$ cat src/scp_pkg.sv
// Package for the sorted color palette table.
// Request codes, status codes, default depth and the controller/datapath command and status structs.
package scp_pkg;

   localparam int PALETTE_DEPTH_DEF = 256;

   localparam logic [1:0] REQ_ADD    = 2'd0;
   localparam logic [1:0] REQ_MAP    = 2'd1;
   localparam logic [1:0] REQ_LOOKUP = 2'd2;
   localparam logic [1:0] REQ_CLEAR  = 2'd3;

   localparam logic [1:0] ST_OK      = 2'd0;
   localparam logic [1:0] ST_FULL    = 2'd1;
   localparam logic [1:0] ST_MISS    = 2'd2;

   // commands from controller to datapath
   typedef struct packed {
      logic load;        // capture request
      logic srch_init;   // reset binary search bounds
      logic srch_step;   // one search step (alternately issues a read or uses its data)
      logic shift_init;  // start shifting at top
      logic shift_step;  // one move step
      logic put;         // write the new color at pos
      logic clear;       // empty palette
      logic rd_lookup;   // issue lookup read
      logic respond;     // drive response strobe
   } cmd_type;

   // status from datapath to controller
   typedef struct packed {
      logic srch_done;
      logic hit;
      logic full;
      logic shift_done;
      logic is_add;
      logic is_lookup;
      logic is_clear;
   } stat_type;

endpackage

$ cat src/scp_ctrl.sv
// Controller state machine for the sorted color palette table.
// Depends on scp_pkg.
module scp_ctrl (
   input  logic              clock,
   input  logic              reset,
   input  logic              start,
   output logic              busy,
   input  scp_pkg::stat_type stat,
   output scp_pkg::cmd_type  cmd
);
   localparam logic [2:0] S_IDLE  = 3'd0;
   localparam logic [2:0] S_DEC   = 3'd1;
   localparam logic [2:0] S_SRCH  = 3'd2;
   localparam logic [2:0] S_SHIFT = 3'd3;
   localparam logic [2:0] S_PUT   = 3'd4;
   localparam logic [2:0] S_LKUP  = 3'd5;
   localparam logic [2:0] S_RESP  = 3'd6;

   logic [2:0] state_ff, state_in;

   assign busy = (state_ff != S_IDLE);

   // next state and commands
   always_comb begin
      cmd = '0;
      state_in = state_ff;
      unique case (state_ff)
         S_IDLE: if (start) begin
            cmd.load = 1'b1;
            state_in = S_DEC;
         end
         S_DEC: begin
            if (stat.is_clear) begin
               cmd.clear = 1'b1;
               state_in = S_RESP;
            end else if (stat.is_lookup) begin
               cmd.rd_lookup = 1'b1;
               state_in = S_LKUP;
            end else begin
               cmd.srch_init = 1'b1;
               state_in = S_SRCH;
            end
         end
         S_SRCH: begin
            if (stat.srch_done) begin
               if (stat.is_add && !stat.hit && !stat.full) begin
                  cmd.shift_init = 1'b1;
                  state_in = S_SHIFT;
               end else state_in = S_RESP;
            end else cmd.srch_step = 1'b1;
         end
         S_SHIFT: begin
            if (stat.shift_done) state_in = S_PUT;
            else cmd.shift_step = 1'b1;
         end
         S_PUT: begin
            cmd.put = 1'b1;
            state_in = S_RESP;
         end
         // keep the lookup address so the entry is still on rd_data in S_RESP
         S_LKUP: begin
            cmd.rd_lookup = 1'b1;
            state_in = S_RESP;
         end
         S_RESP: begin
            cmd.respond = 1'b1;
            state_in = S_IDLE;
         end
         default: state_in = S_IDLE;
      endcase
   end

   always_ff @(posedge clock) begin
      if (reset) state_ff <= S_IDLE;
      else state_ff <= state_in;
   end

   // a response only ever follows real work
   assert property (@(posedge clock) disable iff (reset)
      cmd.respond |-> $past(busy))
      else $error("respond while idle");
   assert property (@(posedge clock) disable iff (reset)
      (start && !busy) |=> busy)
      else $error("accepted request did not start work");
   assert property (@(posedge clock) disable iff (reset)
      cmd.put |=> cmd.respond)
      else $error("insert not followed by response");
endmodule

$ cat config.mk
export PLATFORM = sky130hd
export DESIGN_NAME = scp_ctrl
export DESIGN_NICKNAME = d
export VERILOG_FILES = /design/src/scp_pkg.sv /design/src/scp_ctrl.sv
export SDC_FILE = /design/constraint.sdc
export NUM_CORES = 1
export LEC_CHECK = 0
export BUFFER_PORTS_ARGS = -buffer_cell sky130_fd_sc_hd__clkbuf_2
export CORE_AREA = 5 5 42 44
export DETAILED_ROUTE_END_ITERATION = 8
export DIE_AREA = 0 0 47 49
export HOLD_SLACK_MARGIN = 0.03
export PLACE_DENSITY_LB_ADDON = 0.25
export SYNTH_ARGS = -nofsm -noshare
export SYNTH_HDL_FRONTEND = slang
export SYNTH_SLANG_ARGS = --single-unit
$ cat constraint.sdc
create_clock -name clock -period 1.7 [get_ports clock]
set_clock_uncertainty 0.15 [all_clocks]
set_input_delay 0.17 -clock clock [delete_from_list [all_inputs] [get_ports clock]]
set_output_delay 0.17 -clock clock [all_outputs]
set_load 0.05 [all_outputs]
==> qor.csv <==
stage,metric,value,unit
drt,drt-vias-per-instance,4.80,
sta,slew_violations,0,
drt,drtIter0Drc,4,
worst_setup_path,end_kind,output pin,
final_layout,fillers,161,
grt,overflow,0,
placement,dpl_cell_area,508,um2
grt,grt_pass1_wl,1740,um
synthesis,synth_edf_count,0,
sta,fmax,614,MHz
synthesis,yosysUniqueCellTypes,28,
floorplan,fp.dieW,47,um
placement,gp_congestion,0.870,
synthesis,ys_ff_latch,3,
grt,met2_usage,0.154,
cts,clk_pin_slew,0.04,ns
floorplan,initial_core_util,0.246,
sta,finalSetupViolations,0,
synthesis,synth_largest_area_cell,dfxtp_1,
synthesis,syn_area,345,um2
drt,wire_per_inst,11.1,um
synthesis,avgSynthCellArea,7.67,um2
sta,holdWs,0.118,ns
cts,cts_buffer_depth,2,
final_layout,final_nets,82,
cts,h-tree-depth,1,
placement,numPlacedInstances,82,
grt,grt_max_degree,12,
final_layout,largest_register_ffs,3,
worst_setup_path,cp.arrival,1.31,ns
run_status,status,finished clean,
synthesis,synth_cells,45,
grt,grt_util_all_layers,0.103,
grt,use_met1,0.125,
final_layout,syn2layout_area_growth,75.4,%
synthesis,ys.flop_type,dfxtp_1,
sta,finalCritPeriodShare,0.957,
synthesis,synth_commonest_cells,"4 x inv_1, 4 x nor3_1",
sta,final_hold_viol_count,0,
floorplan,pin_count,20,
final_layout,diodes,0,
grt,grt_pass1_vias,407,
synthesis,yosys-top-cells-area,"dfxtp_1 17%, nor3b_1 6.5%, nor3_1 5.8%",
final_layout,drive_gt1_frac,0.676,
final_layout,fin_area,606,um2
worst_setup_path,critPathLaunch,state_ff[2]$_SDFFE_PP0P_,
placement,hpwl,809,um
cts,clkLatencyLatePin,0.24,ns
cts,cts_sinks,3,
flow_run,cap_violations,0,
hold_path,hp-class,input pin to register,
sta,worst_pin_slew,0.289,ns
final_layout,biggestRegsByFlops,state_ff (3),
drt,drc,0,
cts,cts_buffers,3,
grt,antenna_found_initial,0,
synthesis,synth_fp_nets,55,
pwr,leakage,0.266,nW
synthesis,async_flop_share,0,
cts,post_cts_buffers,0,
grt,grt-busiest-layer,met2,
sta,slew_headroom,0.806,
final_layout,finalNonFillerCells,87,
drt,dr.pass1.iters,2,
hold_path,hold_path.startpoint,stat[3],
synthesis,yosysSeqAreaShare,0.174,
floorplan,die_area,0.00230,mm2
cts,cts_tree,yes,
synthesis,synth_top_area_frac,0.174,
grt,grtUsageMet3,0.0221,
drt,drt-total-wl,964,um
pwr,power-per-cell-area,1960,mW/mm2
drt,ant_nets,0,
worst_setup_path,cp-start-kind,register,
final_layout,largest_register,state_ff,
worst_setup_path,crit_fanout,11,
floorplan,coreArea,0.00140,mm2
synthesis,synth_warnings,0,
drt,vias,418,
cts,clock-root-buffer,clkbuf_4,
floorplan,num_rows,14,
placement,portBuffers,19,
pwr,ir_drop,672,uV
sta,rsz0062_at_grt,no,
worst_setup_path,worstReg2RegStart,state_ff[0]$_SDFFE_PP0P_,
floorplan,chipHeight,49,um
worst_setup_path,path_class,register to output pin,
sta,min_period,1.63,ns
worst_setup_path,crit_required,1.38,ns
==> stage by stage <==
step	setup TNS [ns]	setup slack [ns]	power [mW]	util
after floorplan	-0.265	-0.158	0.806	-
after global placement	0	0.108	0.976	0.363
after detailed placement	0	0.108	0.972	0.363
after CTS	0	0.0107	1.16	0.415
after global routing	0	0.00129	1.28	0.432
final	0	0.0725	1.19	0.432
==> report_power, final <==
part	switching [mW]	internal, mW	total (mW)
combinational	0.546	0.356	0.902
clock	0.0400	0.0882	0.128
sequential	0.0427	0.115	0.158
==> cell families after synthesis <==
| group | synth area share |
|---|---|
| multiplexers | 0.0326 |
| AND/OR/NAND/NOR | 0.438 |
| buffers and inverters | 0.101 |
| AO/OA/AOI/OAI | 0.254 |
| flip-flops | 0.174 |
==> worst paths after layout <==
kind | slack, ns | to | depth (start not counted)
setup / recovery | 0.07 | cmd[8] | 4
hold / removal | 0.12 | state_ff[0]$_SDFFE_PP0P_ | 3
setup reg to reg | 0.15 | state_ff[0]$_SDFFE_PP0P_ | 5
hold reg to reg | 0.38 | state_ff[2]$_SDFFE_PP0P_ | 1
==> cells in the final DEF, fill, tap and decap left out, drive strengths merged, types with 2 or more instances in the layout <==
cell type and instances:
nor2b 2, clkbuf 20, nor3b 3, nor2 2
a21oi 3, or3 2, dfxtp 3, nand2b 4
inv 4, nand3 2, o211ai 2, nor3 4
buf 8
==> worst max-delay path, stage by stage, from the launching register on <==
cell      delay, ns
dfxtp_1        0.29
buf_4          0.17
or3_4          0.35
nor2_4         0.08
clkbuf_8       0.18
==> per-layer routing <==
metal / share of wire / vias to the layer above
li1: - / 216
met1: 0.43 / 189
met2: 0.50 / 11
met3: 0.040 / 2
met4: 0.022 / 0
met5: 0 / -
==> cell type report <==
cell class	instances	area [um2]	area share
clock buffer	4	26.3	0.0434
inverter	4	15.0	0.0248
multi-input combinational	35	300	0.496
sequential	3	65.1	0.107
tap	16	20.0	0.0331
timing repair buffer	25	179	0.295
==> what timing repair did <==
action / CTS / global route
hold endpoints to repair: 2 / 0
setup endpoints to repair: 6 / 7
resized for setup: 11 / 11
hold buffers: 1 / 0
No activity file was read; power rests on OpenSTA's default activity.
